[config.mk]
export PLATFORM = sky130hd
export DESIGN_NAME = hsv_to_rgb_converter
export DESIGN_NICKNAME = d
export VERILOG_FILES = /design/src/hsvrgb_pkg.sv /design/src/hsvrgb_channel.sv /design/src/hsv_to_rgb_converter.sv
export SDC_FILE = /design/constraint.sdc
export NUM_CORES = 2
export LEC_CHECK = 0
export BUFFER_PORTS_ARGS = -buffer_cell sky130_fd_sc_hd__buf_4
export CELL_PAD_IN_SITES_DETAIL_PLACEMENT = 0
export CELL_PAD_IN_SITES_GLOBAL_PLACEMENT = 1
export CORE_MARGIN = 1.5
export CORE_UTILIZATION = 57
export CTS_CLUSTER_SIZE = 28
export DETAILED_ROUTE_END_ITERATION = 10
export PLACE_DENSITY_LB_ADDON = 0.1
export REMOVE_ABC_BUFFERS = 1
export SETUP_SLACK_MARGIN = 0.15
export SYNTH_ARGS = -nofsm -noshare
export SYNTH_HDL_FRONTEND = slang
export SYNTH_SLANG_ARGS = --single-unit
[constraint.sdc]
create_clock -name aclk -period 19.5 [get_ports aclk]
set_input_delay 3.9 -clock aclk [delete_from_list [all_inputs] [get_ports aclk]]
set_output_delay 3.9 -clock aclk [all_outputs]
set_load 0.005 [all_outputs]
[src/hsvrgb_pkg.sv]
// ----------------------------------------------------------------------------
// HSV to RGB converter package
// Shared widths, fixed-point constants and sector ramp functions.
// ----------------------------------------------------------------------------
package hsvrgb_pkg;

    typedef logic [12:0] hue_t;
    typedef logic [8:0]  q8_t;
    typedef logic [9:0]  ramp_t;
    typedef logic [7:0]  chan_t;

    localparam hue_t  HUE_TURN   = 13'd5760;
    localparam hue_t  HUE_60     = 13'd960;
    localparam hue_t  HUE_120    = 13'd1920;
    localparam hue_t  HUE_180    = 13'd2880;
    localparam hue_t  HUE_240    = 13'd3840;
    localparam hue_t  HUE_300    = 13'd4800;
    localparam ramp_t SECTOR     = 10'd960;
    localparam q8_t   Q8_ONE     = 9'd256;

    // level * 255 * val / (2^22 * 15): shift by 22, then divide by 15
    localparam int          DEN_SHIFT   = 22;
    localparam logic [15:0] RECIP_15    = 16'd34953;
    localparam int          RECIP_SHIFT = 19;

    function automatic ramp_t red_ramp(input hue_t h);
        hue_t d;
        begin
            d = '0;
            if (h < HUE_60 || h >= HUE_300) begin
                d = hue_t'(SECTOR);
            end else if (h < HUE_120) begin
                d = HUE_120 - h;
            end else if (h < HUE_240) begin
                d = '0;
            end else begin
                d = h - HUE_240;
            end
            red_ramp = d[9:0];
        end
    endfunction

    function automatic ramp_t green_ramp(input hue_t h);
        hue_t d;
        begin
            d = '0;
            if (h >= HUE_240) begin
                d = '0;
            end else if (h >= HUE_180) begin
                d = HUE_240 - h;
            end else if (h >= HUE_60) begin
                d = hue_t'(SECTOR);
            end else begin
                d = h;
            end
            green_ramp = d[9:0];
        end
    endfunction

    function automatic ramp_t blue_ramp(input hue_t h);
        hue_t d;
        begin
            d = '0;
            if (h >= HUE_300) begin
                d = HUE_TURN - h;
            end else if (h >= HUE_240) begin
                d = hue_t'(SECTOR);
            end else if (h >= HUE_180) begin
                d = h - HUE_180;
            end else begin
                d = '0;
            end
            blue_ramp = d[9:0];
        end
    endfunction

endpackage

[src/hsvrgb_channel.sv]
// ----------------------------------------------------------------------------
// HSV to RGB channel datapath
// Four-stage level, brightness scale and divide-by-constant pipeline.
// ----------------------------------------------------------------------------
module hsvrgb_channel (
    input  logic               aclk,
    input  logic               en,
    input  hsvrgb_pkg::ramp_t  ramp,
    input  hsvrgb_pkg::q8_t    sat,
    input  hsvrgb_pkg::q8_t    bright,
    output hsvrgb_pkg::chan_t  chan
);

    logic [17:0] level_reg, level_next;
    hsvrgb_pkg::q8_t bright_reg;
    logic [25:0] prod_reg, prod_next;
    logic [11:0] quot_reg, quot_next;
    hsvrgb_pkg::chan_t chan_reg, chan_next;

    logic [18:0] term_ramp;
    logic [18:0] term_floor;
    hsvrgb_pkg::q8_t sat_comp;
    logic [26:0] prod_full;
    logic [33:0] scaled;
    logic [27:0] recip_prod;

    always_comb begin
        sat_comp   = hsvrgb_pkg::Q8_ONE - sat;
        term_ramp  = 19'(ramp) * 19'(sat);
        term_floor = 19'(sat_comp) * 19'(hsvrgb_pkg::SECTOR);
        level_next = 18'(term_ramp + term_floor);

        prod_full  = 27'(level_reg) * 27'(bright_reg);
        prod_next  = prod_full[25:0];

        scaled     = {prod_reg, 8'b0} - {8'b0, prod_reg};
        quot_next  = scaled[hsvrgb_pkg::DEN_SHIFT +: 12];

        recip_prod = 28'(quot_reg) * 28'(hsvrgb_pkg::RECIP_15);
        chan_next  = recip_prod[hsvrgb_pkg::RECIP_SHIFT +: 8];
    end

    always_ff @(posedge aclk) begin
        if (en) begin
            level_reg  <= level_next;
            bright_reg <= bright;
            prod_reg   <= prod_next;
            quot_reg   <= quot_next;
            chan_reg   <= chan_next;
        end
    end

    assign chan = chan_reg;

endmodule

[src/hsv_to_rgb_converter.sv]
// ----------------------------------------------------------------------------
// HSV to RGB converter
// Maps one HSV pixel per word to a packed 24-bit RGB color.
// ----------------------------------------------------------------------------
// Input channel s_*: hue in 1/16 degree (0..5759, one wrap applied above),
// saturation and brightness in Q8 (256 = 1.0, larger values clamp to 1.0).
// Output channel m_*: red in bits 23..16, green 15..8, blue 7..0.
// Each word passes five register stages from acceptance to m_valid: hue wrap
// and ramp select, level multiply, brightness multiply, scale by 255, divide
// by 15. Throughput is one word per cycle while no stall holds; the stages
// advance together whenever the output register is empty or being taken.
// When the receiver holds m_ready low with a word waiting, the whole
// pipeline holds and s_ready drops; no word is lost or repeated.
// Reset clears all stage valid bits; s_ready is high in the first cycle
// after reset.
// ----------------------------------------------------------------------------
module hsv_to_rgb_converter (
    input  logic        aclk,
    input  logic        aresetn,
    input  logic        s_valid,
    output logic        s_ready,
    input  logic [12:0] s_hue,
    input  logic [8:0]  s_saturation,
    input  logic [8:0]  s_brightness,
    output logic        m_valid,
    input  logic        m_ready,
    output logic [23:0] m_color
);

    localparam int STAGES = 5;

    logic [STAGES-1:0] vld_reg, vld_next;
    logic              advance;

    hsvrgb_pkg::hue_t  hue_w;
    hsvrgb_pkg::q8_t   sat_c, bright_c;
    hsvrgb_pkg::ramp_t ramp_r_reg, ramp_g_reg, ramp_b_reg;
    hsvrgb_pkg::q8_t   sat_reg, bright_reg;
    hsvrgb_pkg::chan_t chan_r, chan_g, chan_b;

    assign advance = !vld_reg[STAGES-1] || m_ready;
    assign s_ready = advance;

    always_comb begin
        hue_w    = (s_hue >= hsvrgb_pkg::HUE_TURN) ? s_hue - hsvrgb_pkg::HUE_TURN : s_hue;
        sat_c    = (s_saturation > hsvrgb_pkg::Q8_ONE) ? hsvrgb_pkg::Q8_ONE : s_saturation;
        bright_c = (s_brightness > hsvrgb_pkg::Q8_ONE) ? hsvrgb_pkg::Q8_ONE : s_brightness;
        vld_next = {vld_reg[STAGES-2:0], s_valid};
    end

    always_ff @(posedge aclk) begin
        if (!aresetn) begin
            vld_reg <= '0;
        end else if (advance) begin
            vld_reg <= vld_next;
        end
    end

    always_ff @(posedge aclk) begin
        if (advance) begin
            ramp_r_reg <= hsvrgb_pkg::red_ramp(hue_w);
            ramp_g_reg <= hsvrgb_pkg::green_ramp(hue_w);
            ramp_b_reg <= hsvrgb_pkg::blue_ramp(hue_w);
            sat_reg    <= sat_c;
            bright_reg <= bright_c;
        end
    end

    hsvrgb_channel u_red (
        .aclk   (aclk),
        .en     (advance),
        .ramp   (ramp_r_reg),
        .sat    (sat_reg),
        .bright (bright_reg),
        .chan   (chan_r)
    );

    hsvrgb_channel u_green (
        .aclk   (aclk),
        .en     (advance),
        .ramp   (ramp_g_reg),
        .sat    (sat_reg),
        .bright (bright_reg),
        .chan   (chan_g)
    );

    hsvrgb_channel u_blue (
        .aclk   (aclk),
        .en     (advance),
        .ramp   (ramp_b_reg),
        .sat    (sat_reg),
        .bright (bright_reg),
        .chan   (chan_b)
    );

    assign m_valid = vld_reg[STAGES-1];
    assign m_color = {chan_r, chan_g, chan_b};

endmodule

After elaboration in Yosys (flattened, before gate mapping)
Index checks and enable logic that the tools add are counted.
{"block": "totals", "out_inout_bits": 26, "register_bits": 254, "inputBits": 35, "elab_cells": 63}
{"block": "classes", "magnitude_cmp": 10, "addsub": 13, "n_mux": 8, "n_mul": 10, "reduce_logical": 3}
{"op": "$sub A34 B26 Y34", "n": 3}
{"op": "$mul A12 B16 Y27 const B", "n": 3}
{"op": "$mul A18 B9 Y26", "n": 3}
{"op": "$mux W10", "n": 7}
{"op": "$add A18 B18 Y18", "n": 3}
{"op": "$mul A10 B9 Y18", "n": 3}
{"op": "$sub A10 B10 Y10 const A", "n": 3}
{"op": "$ge A13 B12 Y1 const B", "n": 2}
{"op": "$ge A13 B13 Y1 const B", "n": 2}
{"op": "$sub A10 B10 Y10 const B", "n": 2}
{"op": "$gt A9 B9 Y1 const B", "n": 2}
{"op": "$ge A13 B10 Y1 const B", "n": 1}
{"op": "$lt A13 B10 Y1 const B", "n": 1}
{"op": "$lt A13 B11 Y1 const B", "n": 1}
{"op": "$lt A13 B12 Y1 const B", "n": 1}
{"op": "$mux W13", "n": 1}
{"op": "$sub A13 B13 Y13 const B", "n": 1}
{"op": "$mul A9 B4 Y12 const B", "n": 1}
{"op": "$sub A9 B9 Y9 const A", "n": 1}
{"op": "$logic_or A1 B1 Y1", "n": 2}
{"op": "$logic_not A1 Y1", "n": 1}

Depth between registers and ports, before layout
{"block": "logic_depth", "ltp_word": 6, "depth_mapped": 24, "mapped_depth_nobuf": 23}

Modules after synthesis
Synthesis repeated with hierarchy kept, for this count alone.
{"block": "unflattened", "cells_unflattened": 4448, "hier_area_um2": 42683.4}
{"mod": "hsvrgb_channel at u_green", "cells_each": 1388, "n_inst": 1, "area_each_um2": 13300.3, "seq_area_each_um2": 2192.1}
{"mod": "hsvrgb_channel at u_blue", "cells_each": 1399, "n_inst": 1, "area_each_um2": 13281.5, "seq_area_each_um2": 2192.1}
{"mod": "hsvrgb_channel at u_red", "cells_each": 1369, "n_inst": 1, "area_each_um2": 13103.8, "seq_area_each_um2": 2192.1}
{"mod": "hsv_to_rgb_converter", "cells_each": 292, "n_inst": 1, "area_each_um2": 2997.9, "seq_area_each_um2": 1541.5}

Least setup slack after synthesis
No wires, ideal clock.
{"block": "synth_path", "path_type": "input to output", "from": "input m_ready", "to": "output s_ready", "setup_slack_ps": 6722, "path_buffers": 0, "arrival_ps": 8878, "t_required_ps": 15600, "path_stages": 2, "cell_sequence": "nor2b_1 inv_1"}
{"block": "synth_between", "elab_chain_cells": 1}
{"item": "start: declaration", "line_no": "hsv_to_rgb_converter.sv:26", "text": "input logic m_ready,"}
{"item": "$logic_or A1 B1 Y1", "line_no": "hsv_to_rgb_converter.sv:41", "text": "assign advance = !vld_reg[STAGES-1] || m_ready;"}
{"item": "end: declaration", "line_no": "hsv_to_rgb_converter.sv:21", "text": "output logic s_ready,"}
Every way passes these cells.

Final worst setup path
Same ends and word-level chain as after synthesis.

==> run summary <==
die width -> 267.5 um
pin count of the biggest net entering global routing -> 98
met1 Use GR -> 33.93%
Top FF cell, synth -> edfxtp_1
M3 GR Usage -> 2.519%
Chip Height -> 267.5 um
vias per inst -> 5.285
post-CTS setup buffers -> 0
Ant. Diodes -> 0
Final #Nets -> 5252
post-synth cell types -> 76
gr busiest metal -> met2
detailed-route wire length per cell -> 15.57 um
Slew Limit Fails -> 0
TritonCTS clock tree -> built
synthesis-stage register bit count -> 254
crit path cell chain -> buf_4 > nor2b_1 > inv_8 > buf_4
share of cells above drive strength 1 -> 4.089%
max-cap violations -> 0
Hold Crit Class -> flip-flop to flip-flop
GP Congestion -> 0.8473
drt pass-1 iters -> 5
GRT Util Overall -> 23.82%
Synth Warn # -> 0
Setup-failing EPs final -> 0
Worst EP required -> 15.60 ns
CP most frequent cell -> buf_4
I/O Buffers -> 60
Setup CP Type -> input pin to output pin
Relative slew margins -> 25.78%
clock root cell -> clkbuf_16
die area -> 71550 sq um
fin crit period -> 9.030 ns
Clock Sinks -> 254
Syn-to-layout area delta -> 6.025%
Post-DP HPWL -> 62.55 mm
f_max -> 110.7 MHz
# resized after CTS -> 0
Final Skew -> 0.03539 ns
Ports -> 61
htree depth -> 2
Critical-path top delay cell -> nor2b_1
Least-Margin Pin Slew -> 1.113 ns
status -> completed
Antenna Violating Nets Remaining -> 0
Seq/Total Area, Yosys -> 19.00%
max incr delay on CP -> 0.49 ns
initial antenna violation count -> 0
cts hold-fix bufs -> 0
Synth Area per Inst -> 9.569 sq um
wire length of the first global-routing pass -> 138.5 mm
DR DRC count -> 0
Worst EP arrival -> 5.13 ns
total wire length -> 79.63 mm
Mapped Area -> 39870 sq um
Detailed Route Iter0 Violations -> 1172
part of the cycle the worst path needs -> 46.31%
grt met2 use -> 39.62%
vias in the first global route -> 28150
crit end category -> output pin
Congestion Overflow GR -> 0
Clk Latency, worst-skew pair -> 0.56 ns
number of synthesized flops with an enable pin -> 249
core area -> 68950 sq um
Starting Density -> 57.83%
clock slew at reported path FFs -> 0.05 ns
Setup TNS -> 0 ns
Crit Path Max Fanout -> 97
worst-case clock buffer depth -> 3
RSZ-0062 raised after global routing -> no
routed via count -> 27020
# rows -> 96
ys async rst share -> 0%
Mapped Cells -> 4167
crit path launch type -> input pin
cts bufs inserted -> 36
final hold vios -> 0
==> final timing paths <==
kind / slack (ns) / start / to / cells past startpoint
worst min-delay path: 0.42 / bright_reg[1]$_SDFFCE_PN0P_ / u_red.bright_reg[1]$_DFFE_PP_ / 0
worst max register to register: 12.99 / sat_reg[0]$_SDFFCE_PN0P_ / u_red.level_reg[17]$_DFFE_PP_ / 23
worst max-delay path: 10.47 / m_ready / s_ready / 4
worst min register to register: 0.42 / bright_reg[1]$_SDFFCE_PN0P_ / u_red.bright_reg[1]$_DFFE_PP_ / 0
==> synthesized netlist by cell type (12+ instances only) <==
| library cell | n | area share [%] |
|---|---|---|
| nand2_1 | 456 | 4.3 |
| a21oi_1 | 128 | 1.6 |
| and3_1 | 14 | 0.22 |
| ha_1 | 476 | 15 |
| a211oi_1 | 14 | 0.26 |
| buf_1 | 24 | 0.23 |
| clkbuf_1 | 99 | 0.93 |
| o21a_1 | 31 | 0.58 |
| o211ai_1 | 13 | 0.24 |
| nand4_1 | 22 | 0.35 |
| a21o_1 | 47 | 0.88 |
| inv_1 | 874 | 8.2 |
| nand3_1 | 29 | 0.36 |
| nor2_1 | 127 | 1.2 |
| xor2_1 | 41 | 0.90 |
| edfxtp_1 | 249 | 19 |
| nor3_1 | 53 | 0.67 |
| a31oi_1 | 12 | 0.19 |
| nand2b_1 | 12 | 0.19 |
| and2_1 | 399 | 6.3 |
| xnor2_1 | 153 | 3.4 |
| nor4_1 | 14 | 0.22 |
| o21bai_1 | 16 | 0.30 |
| fa_1 | 586 | 29 |
| o21ai_0 | 71 | 0.89 |
| nor2b_1 | 42 | 0.66 |
| or3_1 | 12 | 0.19 |
| a21boi_0 | 12 | 0.23 |
==> critical path, delay by kind of cell <==
family | cells | cell delay (ns)
buffers and inverters | 3 | 0.73
and+or+nand+nor | 1 | 0.49
==> cell usage in the layout (no fill, tap or decap), types with 13 or more instances in the layout <==
master     instances
a211oi_1          14
a21o_1            47
a21oi_1          128
and2_1           399
and3_1            14
buf_4             82
clkbuf_16         37
edfxtp_1         249
fa_1             586
ha_1             476
inv_1            873
nand2_1          456
nand3_1           29
nand4_1           22
nor2_1           127
nor2b_1           42
nor3_1            53
nor4_1            14
o211ai_1          13
o21a_1            31
o21ai_0           71
o21bai_1          16
xnor2_1          153
xor2_1            41
==> cell families (layout without fill, tap and decap cells) <==
family	after synthesis	count (layout)	synth area share (%)
AND/OR/NAND/NOR	1210	1210	15.20
adder cells (fa/ha/maj)	1062	1062	44.36
buffers and inverters	1007	1022	9.586
AO/OA/AOI/OAI	435	435	7.371
flip-flops	254	254	19.00
XOR/XNOR	197	197	4.431
multiplexers	2	2	0.05334
==> per-stage QoR <==
stage	hold WS (ns)	worst slack, ns	instances	util (%)	cell area, sq um
2_1_floorplan	0.4003	6.722	4035	-	39340
3_3_place_gp	0.4011	10.43	5048	59.65	41130
3_5_place_dp	0.4045	10.41	5048	59.65	41130
4_1_cts	0.4181	10.40	5113	61.32	42280
5_1_grt	0.4247	10.34	5113	61.32	42280
6_report	0.4167	10.47	5113	61.32	42280
==> per-layer routing <==
metal  routed length [um]  up-vias  part of all wire (%)
li1                     -    13120                     -
met1                38180    13330                    48
met2                36980      485                    46
met3                 3061       82                   3.8
met4                 1406        0                   1.8
met5                    0        -                     0
==> layout make-up <==
| cell class | count | area [sq um] |
|---|---|---|
| sequential | 254 | 7577 |
| tap | 931 | 1165 |
| multi-input combinational | 2906 | 28470 |
| clock inverter | 23 | 195.2 |
| clock buffer | 42 | 954.7 |
| fill | 6071 | 26670 |
| inverter | 875 | 3294 |
| timing repair buffer | 82 | 615.6 |
Power is left out: the tool's default activity adds up to more than one toggle a clock period on the data nets, which glitch-free logic cannot reach.
